--- src/design/rgst_pkg.sv ---
// ----------------------------------------------------------------------------
// rgst_pkg
// Shared types and constants for the reference-counted glyph slot table:
// operation and status codes, plus the command/status bundles between the
// controller and the datapath.
// ----------------------------------------------------------------------------
`default_nettype none

package rgst_pkg;

  // field widths
  localparam int KEY_W       = 21;
  localparam int COUNT_W     = 16;
  localparam int ENTRY_W     = KEY_W + COUNT_W;
  localparam int OP_W        = 2;
  localparam int SLOT_W      = 8;
  localparam int IDX_OUT_W   = 6;
  localparam int COORD_W     = 11;
  localparam int STATUS_W    = 3;

  // saturation point of a use count
  localparam logic [COUNT_W-1:0] COUNT_MAX = '1;

  // fixed-point shift for the divide-by-columns reciprocal
  localparam int RECIP_SHIFT = 16;

  typedef enum logic [OP_W-1:0] {
    OP_REGISTER    = 2'd0,
    OP_RELEASE     = 2'd1,
    OP_RELEASE_ALL = 2'd2,
    OP_QUERY       = 2'd3
  } op_t;

  typedef enum logic [STATUS_W-1:0] {
    ST_NEW      = 3'd0,
    ST_EXISTING = 3'd1,
    ST_NO_FONT  = 3'd2,
    ST_FULL     = 3'd3,
    ST_BAD_SLOT = 3'd4,
    ST_UNUSED   = 3'd5
  } status_t;

  // source of the reported slot index
  typedef enum logic [1:0] {
    IDX_ZERO = 2'd0,
    IDX_SLOT = 2'd1,
    IDX_CMP  = 2'd2,
    IDX_FREE = 2'd3
  } idx_sel_t;

  // kind of table write
  typedef enum logic [1:0] {
    WR_NONE  = 2'd0,
    WR_HIT   = 2'd1,
    WR_ALLOC = 2'd2,
    WR_DEC   = 2'd3
  } wr_sel_t;

  // controller to datapath
  typedef struct packed {
    logic     capture;
    logic     scan_step;
    logic     scan_track;
    wr_sel_t  wr_sel;
    logic     clear_all;
    logic     emit;
    status_t  status;
    idx_sel_t idx_sel;
    logic     coord_en;
  } dp_cmd_t;

  // datapath to controller
  typedef struct packed {
    op_t  op;
    logic font_ok;
    logic slot_bad;
    logic slot_used;
    logic hit;
    logic last;
    logic free_any;
  } dp_stat_t;

endpackage

`default_nettype wire

--- src/design/rgst_ram.sv ---
// ----------------------------------------------------------------------------
// rgst_ram
// Generic single-write, single-read RAM with a registered read port.
// ----------------------------------------------------------------------------
`default_nettype none

module rgst_ram #(
  parameter int WIDTH = 8,
  parameter int DEPTH = 64
) (
  input  wire logic                                     clk,
  input  wire logic                                     we,
  input  wire logic [((DEPTH > 1) ? $clog2(DEPTH) : 1)-1:0] waddr,
  input  wire logic [WIDTH-1:0]                         wdata,
  input  wire logic [((DEPTH > 1) ? $clog2(DEPTH) : 1)-1:0] raddr,
  output logic      [WIDTH-1:0]                         rdata
);

  logic [WIDTH-1:0] mem [DEPTH];

  // write port and registered read port
  always_ff @(posedge clk) begin
    if (we) begin
      mem[waddr] <= wdata;
    end
    rdata <= mem[raddr];
  end

endmodule

`default_nettype wire

--- src/design/rgst_ctrl.sv ---
// ----------------------------------------------------------------------------
// rgst_ctrl
// Controller for the glyph slot table: decodes each operation, runs the
// register scan over the slot memory and sequences writes and results.
// ----------------------------------------------------------------------------
`default_nettype none

module rgst_ctrl (
  input  wire logic              clk,
  input  wire logic              rst,
  input  wire logic              start,
  input  wire rgst_pkg::dp_stat_t stat,
  output rgst_pkg::dp_cmd_t      cmd,
  output logic                   busy
);

  import rgst_pkg::*;

  typedef enum logic [2:0] {
    S_IDLE,
    S_DISPATCH,
    S_SCAN,
    S_REL_WR,
    S_Q_COL,
    S_Q_OUT
  } state_t;

  state_t state;
  state_t state_next;

  // next state and datapath commands
  always_comb begin
    state_next = state;
    cmd        = '0;
    case (state)
      S_IDLE: begin
        if (start) begin
          cmd.capture = 1'b1;
          state_next  = S_DISPATCH;
        end
      end

      S_DISPATCH: begin
        case (stat.op)
          OP_REGISTER: begin
            if (!stat.font_ok) begin
              cmd.emit    = 1'b1;
              cmd.status  = ST_NO_FONT;
              cmd.idx_sel = IDX_ZERO;
              state_next  = S_IDLE;
            end else begin
              cmd.scan_step = 1'b1;
              state_next    = S_SCAN;
            end
          end
          OP_RELEASE: begin
            if (stat.slot_bad) begin
              cmd.emit    = 1'b1;
              cmd.status  = ST_BAD_SLOT;
              cmd.idx_sel = IDX_SLOT;
              state_next  = S_IDLE;
            end else begin
              state_next = S_REL_WR;
            end
          end
          OP_RELEASE_ALL: begin
            cmd.clear_all = 1'b1;
            cmd.emit      = 1'b1;
            cmd.status    = ST_NEW;
            cmd.idx_sel   = IDX_ZERO;
            state_next    = S_IDLE;
          end
          OP_QUERY: begin
            if (stat.slot_bad) begin
              cmd.emit    = 1'b1;
              cmd.status  = ST_BAD_SLOT;
              cmd.idx_sel = IDX_SLOT;
              state_next  = S_IDLE;
            end else if (!stat.slot_used) begin
              cmd.emit    = 1'b1;
              cmd.status  = ST_UNUSED;
              cmd.idx_sel = IDX_SLOT;
              state_next  = S_IDLE;
            end else begin
              state_next = S_Q_COL;
            end
          end
          default: begin
            state_next = S_IDLE;
          end
        endcase
      end

      // one slot compared per cycle; a key hit ends the scan early
      S_SCAN: begin
        if (stat.hit) begin
          cmd.wr_sel  = WR_HIT;
          cmd.emit    = 1'b1;
          cmd.status  = ST_EXISTING;
          cmd.idx_sel = IDX_CMP;
          state_next  = S_IDLE;
        end else if (stat.last) begin
          cmd.emit = 1'b1;
          if (stat.free_any) begin
            cmd.wr_sel  = WR_ALLOC;
            cmd.status  = ST_NEW;
            cmd.idx_sel = IDX_FREE;
          end else begin
            cmd.status  = ST_FULL;
            cmd.idx_sel = IDX_ZERO;
          end
          state_next = S_IDLE;
        end else begin
          cmd.scan_step  = 1'b1;
          cmd.scan_track = 1'b1;
        end
      end

      // count read back; the decremented value is written if the slot is in use
      S_REL_WR: begin
        if (stat.slot_used) begin
          cmd.wr_sel = WR_DEC;
        end
        cmd.emit    = 1'b1;
        cmd.status  = ST_NEW;
        cmd.idx_sel = IDX_SLOT;
        state_next  = S_IDLE;
      end

      S_Q_COL: begin
        state_next = S_Q_OUT;
      end

      S_Q_OUT: begin
        cmd.emit     = 1'b1;
        cmd.status   = ST_NEW;
        cmd.idx_sel  = IDX_SLOT;
        cmd.coord_en = 1'b1;
        state_next   = S_IDLE;
      end

      default: begin
        state_next = S_IDLE;
      end
    endcase
  end

  // state and registered busy
  always_ff @(posedge clk) begin
    if (rst) begin
      state <= S_IDLE;
      busy  <= 1'b0;
    end else begin
      state <= state_next;
      busy  <= (state_next != S_IDLE);
    end
  end

endmodule

`default_nettype wire

--- src/design/rgst_dp.sv ---
// ----------------------------------------------------------------------------
// rgst_dp
// Datapath for the glyph slot table: captured operands, slot memory holding
// key and count, per-slot in-use bits, scan pointers, atlas position math
// and the result register.
// ----------------------------------------------------------------------------
`default_nettype none

module rgst_dp #(
  parameter int SLOTS      = 64,
  parameter int COLUMNS    = 8,
  parameter int GLYPH_SIZE = 90
) (
  input  wire logic                               clk,
  input  wire logic                               rst,
  input  wire logic                               cfg_we,
  input  wire logic                               cfg_data,
  input  wire logic [rgst_pkg::OP_W-1:0]          operation,
  input  wire logic [rgst_pkg::KEY_W-1:0]         code_point,
  input  wire logic [rgst_pkg::SLOT_W-1:0]        slot,
  input  wire rgst_pkg::dp_cmd_t                  cmd,
  output rgst_pkg::dp_stat_t                      stat,
  output logic                                    done,
  output logic      [rgst_pkg::STATUS_W-1:0]      status,
  output logic      [rgst_pkg::IDX_OUT_W-1:0]     slot_index,
  output logic      [rgst_pkg::COORD_W-1:0]       atlas_x,
  output logic      [rgst_pkg::COORD_W-1:0]       atlas_y
);

  import rgst_pkg::*;

  localparam int IW     = (SLOTS > 1) ? $clog2(SLOTS) : 1;
  localparam int RECIP  = ((1 << RECIP_SHIFT) + COLUMNS - 1) / COLUMNS;
  localparam int PROD_W = SLOT_W + RECIP_SHIFT + 1;
  localparam int MUL_W  = 16;

  // captured operands and config
  logic              font_loaded;
  op_t               op_r;
  logic [KEY_W-1:0]  code_r;
  logic [SLOT_W-1:0] slot_r;

  // scan pointers
  logic [IW-1:0]     scan_addr;
  logic [IW-1:0]     cmp_idx;
  logic              free_found;
  logic [IW-1:0]     free_idx;

  // slot in use (count nonzero)
  logic [SLOTS-1:0]  valid;

  // atlas position pipeline
  logic [PROD_W-1:0] div_prod;
  logic [MUL_W-1:0]  row_mul;
  logic [SLOT_W-1:0] row_r;
  logic [SLOT_W-1:0] col_r;
  logic [MUL_W-1:0]  x_prod;
  logic [MUL_W-1:0]  y_prod;

  // memory ports
  logic [IW-1:0]      slot_idx;
  logic [IW-1:0]      rd_addr;
  logic [ENTRY_W-1:0] rd_data;
  logic [KEY_W-1:0]   rd_key;
  logic [COUNT_W-1:0] rd_count;
  logic [COUNT_W-1:0] count_inc;
  logic               wr_en;
  logic [IW-1:0]      wr_addr;
  logic [ENTRY_W-1:0] wr_data;
  logic [IW-1:0]      free_cand;
  logic [SLOT_W-1:0]  idx_wide;

  assign slot_idx  = slot_r[IW-1:0];
  assign rd_addr   = (op_r == OP_REGISTER) ? scan_addr : slot_idx;
  assign rd_key    = rd_data[ENTRY_W-1:COUNT_W];
  assign rd_count  = rd_data[COUNT_W-1:0];
  assign count_inc = (rd_count == COUNT_MAX) ? rd_count : rd_count + COUNT_W'(1);
  assign free_cand = free_found ? free_idx : cmp_idx;

  // status toward the controller
  always_comb begin
    stat.op        = op_r;
    stat.font_ok   = font_loaded;
    stat.slot_bad  = ({1'b0, slot_r} >= (SLOT_W + 1)'(SLOTS));
    stat.slot_used = !stat.slot_bad && valid[slot_idx];
    stat.hit       = valid[cmp_idx] && (rd_key == code_r);
    stat.last      = (cmp_idx == IW'(SLOTS - 1));
    stat.free_any  = free_found || !valid[cmp_idx];
  end

  // table write select
  always_comb begin
    wr_en   = 1'b0;
    wr_addr = cmp_idx;
    wr_data = {code_r, count_inc};
    case (cmd.wr_sel)
      WR_HIT: begin
        wr_en   = 1'b1;
        wr_addr = cmp_idx;
        wr_data = {code_r, count_inc};
      end
      WR_ALLOC: begin
        wr_en   = 1'b1;
        wr_addr = free_cand;
        wr_data = {code_r, COUNT_W'(1)};
      end
      WR_DEC: begin
        wr_en   = 1'b1;
        wr_addr = slot_idx;
        wr_data = {rd_key, rd_count - COUNT_W'(1)};
      end
      default: begin
        wr_en = 1'b0;
      end
    endcase
  end

  rgst_ram #(
    .WIDTH (ENTRY_W),
    .DEPTH (SLOTS)
  ) u_slot_ram (
    .clk   (clk),
    .we    (wr_en),
    .waddr (wr_addr),
    .wdata (wr_data),
    .raddr (rd_addr),
    .rdata (rd_data)
  );

  // font present flag
  always_ff @(posedge clk) begin
    if (rst) begin
      font_loaded <= 1'b0;
    end else if (cfg_we) begin
      font_loaded <= cfg_data;
    end
  end

  // operand capture on an accepted beat
  always_ff @(posedge clk) begin
    if (cmd.capture) begin
      op_r   <= op_t'(operation);
      code_r <= code_point;
      slot_r <= slot;
    end
  end

  // scan pointers; the compare index is the registered read address of the step before
  always_ff @(posedge clk) begin
    if (rst) begin
      scan_addr  <= '0;
      cmp_idx    <= '0;
      free_found <= 1'b0;
      free_idx   <= '0;
    end else if (cmd.capture) begin
      scan_addr  <= '0;
      free_found <= 1'b0;
    end else if (cmd.scan_step) begin
      scan_addr <= scan_addr + IW'(1);
      cmp_idx   <= scan_addr;
      if (cmd.scan_track && !free_found && !valid[cmp_idx]) begin
        free_found <= 1'b1;
        free_idx   <= cmp_idx;
      end
    end
  end

  // in-use bits
  always_ff @(posedge clk) begin
    if (rst || cmd.clear_all) begin
      valid <= '0;
    end else if (cmd.wr_sel == WR_ALLOC) begin
      valid[free_cand] <= 1'b1;
    end else if (cmd.wr_sel == WR_DEC && rd_count == COUNT_W'(1)) begin
      valid[slot_idx] <= 1'b0;
    end
  end

  // row by reciprocal multiply, then column by subtraction
  assign div_prod = PROD_W'(slot_r) * PROD_W'(RECIP);
  assign row_mul  = MUL_W'(row_r) * MUL_W'(COLUMNS);
  assign x_prod   = MUL_W'(col_r) * MUL_W'(GLYPH_SIZE);
  assign y_prod   = MUL_W'(row_r) * MUL_W'(GLYPH_SIZE);

  always_ff @(posedge clk) begin
    row_r <= div_prod[RECIP_SHIFT +: SLOT_W];
    col_r <= SLOT_W'(MUL_W'(slot_r) - row_mul);
  end

  // reported index source
  always_comb begin
    case (cmd.idx_sel)
      IDX_SLOT: idx_wide = slot_r;
      IDX_CMP:  idx_wide = SLOT_W'(cmp_idx);
      IDX_FREE: idx_wide = SLOT_W'(free_cand);
      default:  idx_wide = '0;
    endcase
  end

  // result register
  always_ff @(posedge clk) begin
    if (rst) begin
      done <= 1'b0;
    end else begin
      done <= cmd.emit;
    end
    if (cmd.emit) begin
      status     <= cmd.status;
      slot_index <= idx_wide[IDX_OUT_W-1:0];
      atlas_x    <= cmd.coord_en ? x_prod[COORD_W-1:0] : '0;
      atlas_y    <= cmd.coord_en ? y_prod[COORD_W-1:0] : '0;
    end
  end

endmodule

`default_nettype wire

--- src/design/refcounted_glyph_slot_table_top.sv ---
// Release all, no-font register, out-of-range slot and query of an unused
// slot end in dispatch; release reads the count, then writes it decremented
// if in use; query steps through column and output states; register scans to
// a key hit or the last slot. The register scan reads the slot memory one
// entry per cycle; the next beat is accepted in the cycle the done strobe is
// shown (busy low). Synchronous active-high rst clears the controller, the
// font flag, the in-use bits and the done strobe; no clearing pass is needed.
// ----------------------------------------------------------------------------
// refcounted_glyph_slot_table_top
// Reference-counted glyph atlas slot table: register, release, release-all
// and atlas position query, one result beat per command.
// ----------------------------------------------------------------------------
`default_nettype none

module refcounted_glyph_slot_table_top #(
  parameter int SLOTS      = 64,
  parameter int COLUMNS    = 8,
  parameter int GLYPH_SIZE = 90
) (
  input  wire logic                              clk,
  input  wire logic                              rst,
  input  wire logic                              cfg_we,
  input  wire logic                              cfg_data,
  input  wire logic                              start,
  output logic                                   busy,
  input  wire logic [rgst_pkg::OP_W-1:0]         operation,
  input  wire logic [rgst_pkg::KEY_W-1:0]        code_point,
  input  wire logic [rgst_pkg::SLOT_W-1:0]       slot,
  output logic                                   done,
  output logic      [rgst_pkg::STATUS_W-1:0]     status,
  output logic      [rgst_pkg::IDX_OUT_W-1:0]    slot_index,
  output logic      [rgst_pkg::COORD_W-1:0]      atlas_x,
  output logic      [rgst_pkg::COORD_W-1:0]      atlas_y
);

  import rgst_pkg::*;

  dp_cmd_t  cmd;
  dp_stat_t stat;

  // sequencing
  rgst_ctrl u_ctrl (
    .clk   (clk),
    .rst   (rst),
    .start (start),
    .stat  (stat),
    .cmd   (cmd),
    .busy  (busy)
  );

  // table storage and arithmetic
  rgst_dp #(
    .SLOTS      (SLOTS),
    .COLUMNS    (COLUMNS),
    .GLYPH_SIZE (GLYPH_SIZE)
  ) u_dp (
    .clk        (clk),
    .rst        (rst),
    .cfg_we     (cfg_we),
    .cfg_data   (cfg_data),
    .operation  (operation),
    .code_point (code_point),
    .slot       (slot),
    .cmd        (cmd),
    .stat       (stat),
    .done       (done),
    .status     (status),
    .slot_index (slot_index),
    .atlas_x    (atlas_x),
    .atlas_y    (atlas_y)
  );

endmodule

`default_nettype wire

--- config.mk ---
export PLATFORM = sky130hd
export DESIGN_NAME = refcounted_glyph_slot_table_top
export DESIGN_NICKNAME = d
export VERILOG_FILES = /design/src/design/rgst_pkg.sv /design/src/design/rgst_ram.sv /design/src/design/rgst_ctrl.sv /design/src/design/rgst_dp.sv /design/src/design/refcounted_glyph_slot_table_top.sv
export SDC_FILE = /design/constraint.sdc
export NUM_CORES = 2
export LEC_CHECK = 0
export ABC_CLOCK_PERIOD_IN_PS = 9500
export BUFFER_PORTS_ARGS = -buffer_cell sky130_fd_sc_hd__buf_4
export CAP_MARGIN = 0
export CORE_ASPECT_RATIO = 0.8
export CORE_MARGIN = 1.5
export CORE_UTILIZATION = 45
export DETAILED_ROUTE_END_ITERATION = 6
export PLACE_DENSITY = 0.69
export SYNTH_ARGS = -nofsm -noshare
export SYNTH_HDL_FRONTEND = slang
export SYNTH_SLANG_ARGS = --single-unit
export TNS_END_PERCENT = 50
--- constraint.sdc ---
create_clock -name clk -period 9.5 [get_ports clk]
set_input_delay 2.375 -clock clk [delete_from_list [all_inputs] [get_ports clk]]
set_output_delay 2.375 -clock clk [all_outputs]
set_load 0.02 [all_outputs]
==> key figures <==
Pwr
  – Fraction of power consumed by sequential logic: 52.3%
  – Sw Share: between 20% and 30%
  – Combinational group share of total power: 9.3%
  – Portion of total power attributed to the clock network: 38.4%
  – Internal Pwr Total: 0.0188 W
  – Net switching power of the design: 0.00569 W
  – IR drop worst, VDD: approximately 0.19 mV
  – Total leakage power: 35.8 nW
  – Power per standard cell area: approximately 210 mW/mm^2

Layout
  – Most common cell after layout, fill and taps aside: edfxtp_1
  – Fin area: 0.114 mm^2
  – Number of nets in the layout: 5535
  – Commonest cells after routing, fill and taps aside: edfxtp_1 (2428), mux4_2 (593), nand2_1 (408)
  – Fillcell total: 17500
  – Footprint of the multi-input gates: 0.0253 mm^2
  – Area overhead of the layout relative to synthesis: 12.2%
  – Flip-flop and latch area: 0.0757 mm^2
  – Share of post-route cells with drive strength above 1: 22.7%

Yosys
  – Average cell area after synthesis: roughly 19 um^2
  – Proportion of synthesized flip-flops having asynchronous set or reset: 0%
  – Post-synthesis sequential element count: 2567
  – Synth Area in Simple Gates: 4.11%
  – Post-synthesis share of cell area spent on xor and xnor gates: 0.413%
  – Distinct cell type count of the synthesized netlist: 81
  – Leading register cell type out of synthesis: edfxtp_1
  – Cell count after synthesis: between 5000 and 6000
  – Count of yosys warnings during synthesis: 0
  – Fraction of synthesized area in multiplexers: ~14%
  – Main combinational cell family by area after synthesis: multiplexers
  – Adder-cell share of the synthesized area: less than 1%
  – Number of flops mapped to enable cells by yosys: 2428
  – Synthesized cell area: 0.102 mm^2
  – Part of the Yosys area used for sequential elements: 74.3%
  – Area fraction in compound gates after synthesis: 4.85%

Detailed routing
  – Post-detailed-route count of antenna-violating nets: 0
  – DRC violations left: 0
  – Vias after detailed routing: 52800
  – Routed wire length: 246000 um
  – Routed length per instance: about 29 um
  – Detailed Route Iter0 Violations: 7229
  – Iteration count of the initial detailed-routing pass: 6
  – Per-cell via count in the routed design: 6.12

STA
  – Fraction of the cycle the final worst path needs: around 63%
  – Final-report setup violation count: 0
  – Final min period: about 6 ns
  – RSZ-0062 raised after global routing: no
  – Worst slew margin relative to its limit: 15.2%
  – Final total negative setup slack: 0 ns
  – Maximum clock frequency: 166 MHz
  – Number of slew-limit violations in the final report: 0
  – Layout Skew: 0.0833 ns
  – Hold Fails Final Rpt: 0
  – Worst slew pin tran: 1.25 ns

Clocking
  – Number of hold buffers added after cts: 0
  – Number of buffers created by CTS: 238
  – Worst-skew pair later-pin latency: roughly 0.90 ns
  – Sinks on the clock net: between 2000 and 3000
  – Clock transition time at the flip-flop clock pins of the worst setup and hold paths: 0.06 ns
  – Cell at the root of the clock tree: clkbuf_16
  – Post-CTS setup buffer count: 0
  – Cells resized by post-CTS repair: 0
  – CTS HTree Levels: 4
  – Buffer levels on the longest clock path: 4
  – TritonCTS clock tree: built

Critical path
  – Reg2reg path depth: 11
  – R2R Path End: u_dp.u_slot_ram.mem[11][26]
  – Reg-to-reg setup timing slack: 3.48 ns
  – Worst flop-to-flop path startpoint: u_dp.slot_r[1]
  – Crit path launch type: flip-flop
  – Data required time of the worst path: 10.00 ns
  – Data arrival, critical path: between 6 and 7 ns
  – Sort of element at the end of the critical path: flip-flop
  – Maximum fanout along the worst path: 38
  – WS Path Type: flip-flop to flip-flop

Min path
  – Hold EP: u_dp.row_r[3]
  – Worst Hold Depth: 0
  – Worst Hold Class: flip-flop to flip-flop
  – Worst Min Path Start: u_dp.slot_r[6]

GRT
  – Initial antenna violation count: 7
  – Wire length of the first global-routing pass: 358000 um
  – Pin count of the biggest net entering global routing: 125
  – Number of global-route vias before repair: just over 50000
  – Grt ovf: 0
  – All-layer global routing usage: a little over a fifth

Floorplan
  – Ports placed on the boundary: 69
  – Total Die Area: roughly 0.23 mm^2
  – Core Rows: 155
  – Starting Density: roughly 45%
  – Horiz. Die Dim: ~530 um
  – Die height: ~430 um
  – Core Box Area: 0.224 mm^2

Flow run
  – Max-cap violations: 0

Run status
  – Outcome: complete, no violations

Placed design
  – Number of I/O port buffers: 66
  – HPWL after detailed placement: 140000 um
  – Area post-placement: around 0.11 mm^2
  – Weighted congestion reported at the end of routability-driven placement: approximately 0.89
-- worst max-delay path, cell delays in order (launching register included) --
cell and delay, ns:
edfxtp_1 0.73, buf_4 0.50, mux2i_1 0.24, o22ai_1 0.11
o311ai_1 0.30, nand4_1 0.38, o31ai_4 0.28, buf_4 0.50
o21a_4 0.36, a221o_1 0.29, nand4_2 0.72, nor2_4 1.21
-- cell usage after synthesis (all sizes together) (41+ instances only) --
cell type     n  area, um^2
o211ai       69         558
edfxtp     2428       72900
nor2        131         499
nand2       430        1610
mux2i        67         674
and2        161        1010
a311oi       74         648
clkbuf      168         632
ha           42         526
a211oi      189        1420
inv          56         210
o21ai        88         440
mux4        593       13400
a21oi       107         536
dfxtp       139        2780
a31oi        78         488
nand3        41         205
buf         159         873
-- final cells by class --
cell class | count | share of cell area [%]
multi-input cells | 2363 | 22.1
inverters | 56 | 0.184
clock inverters | 133 | 1.11
diodes | 3 | 0.00657
flip-flops and latches | 2567 | 66.2
well taps | 2983 | 3.27
repair buffers | 218 | 1.56
clock buffers | 303 | 5.54
-- flip-flops by register name, indices dropped and copies added (netlist names) --
signal	count
u_dp.slot_index	6
u_dp.row_r	5
u_dp.scan_addr	6
u_dp.status	3
u_dp.free_idx	6
u_dp.code_r	21
u_dp.valid	64
u_dp.slot_r	8
u_dp.done	1
u_ctrl.busy	1
u_dp.cmp_idx	6
u_dp.free_found	1
u_dp.font_loaded	1
u_dp.op_r	2
u_dp.atlas_y	10
u_dp.u_slot_ram.rdata	37
u_dp.u_slot_ram.mem	2368
u_dp.col_r	8
u_dp.atlas_x	10
u_ctrl.state	3
-- stage by stage --
stage | std cells | util (%) | total power (W) | hold WS, ns | setup WS, ns
2_1_floorplan | 5313 | - | 0.0145 | 0.346 | 3.04
3_3_place_gp | 8187 | 47.6 | 0.0153 | 0.446 | 3.60
3_5_place_dp | 8187 | 47.6 | 0.0153 | 0.448 | 3.50
4_1_cts | 8623 | 51.0 | 0.0246 | 0.474 | 3.56
5_1_grt | 8623 | 51.0 | 0.0252 | 0.497 | 3.18
6_report | 8626 | 51.0 | 0.0245 | 0.461 | 3.48
-- power groups by stage --
stage	Clock, W	Sequential, W	Combinational [W]
after detailed placement	0	0.0130	0.00227
after floorplan	0	0.0131	0.00142
after CTS	0.00952	0.0128	0.00228
final	0.00939	0.0128	0.00228
after global placement	0	0.0130	0.00222
after global routing	0.00996	0.0128	0.00244
-- cells by family (layout without fill, tap and decap cells) --
group	count (synthesis)	in the layout
AND/OR/NAND/NOR	890	890
buffers and inverters	383	710
adder cells (fa/ha/maj)	55	55
multiplexers	666	666
XOR/XNOR	48	48
AO/OA/AOI/OAI	702	702
other	1	5
flip-flops	2567	2567
-- worst max path at each step --
stage,start,to
after global placement,u_dp.slot_r[1],u_dp.u_slot_ram.mem[11][22]
after detailed placement,u_dp.slot_r[1],u_dp.u_slot_ram.mem[11][27]
after global routing,u_dp.slot_r[1],u_dp.u_slot_ram.mem[11][13]
after CTS,u_dp.slot_r[0],u_dp.u_slot_ram.mem[11][0]
final,u_dp.slot_r[1],u_dp.u_slot_ram.mem[11][26]
after floorplan,start,u_dp.scan_addr[0]
-- per-layer routing --
metal | global-route usage [%] | share of wire, % | wire length, um | up-vias
met5 | 0 | 0 | 0 | -
met4 | 4.13 | 1.8 | 4360 | 0
met3 | 5.16 | 11 | 27000 | 307
met2 | 31.2 | 45 | 110000 | 2647
met1 | 32.3 | 42 | 105000 | 27800
li1 | - | - | - | 22000
(Power assumes the default switching activity.)
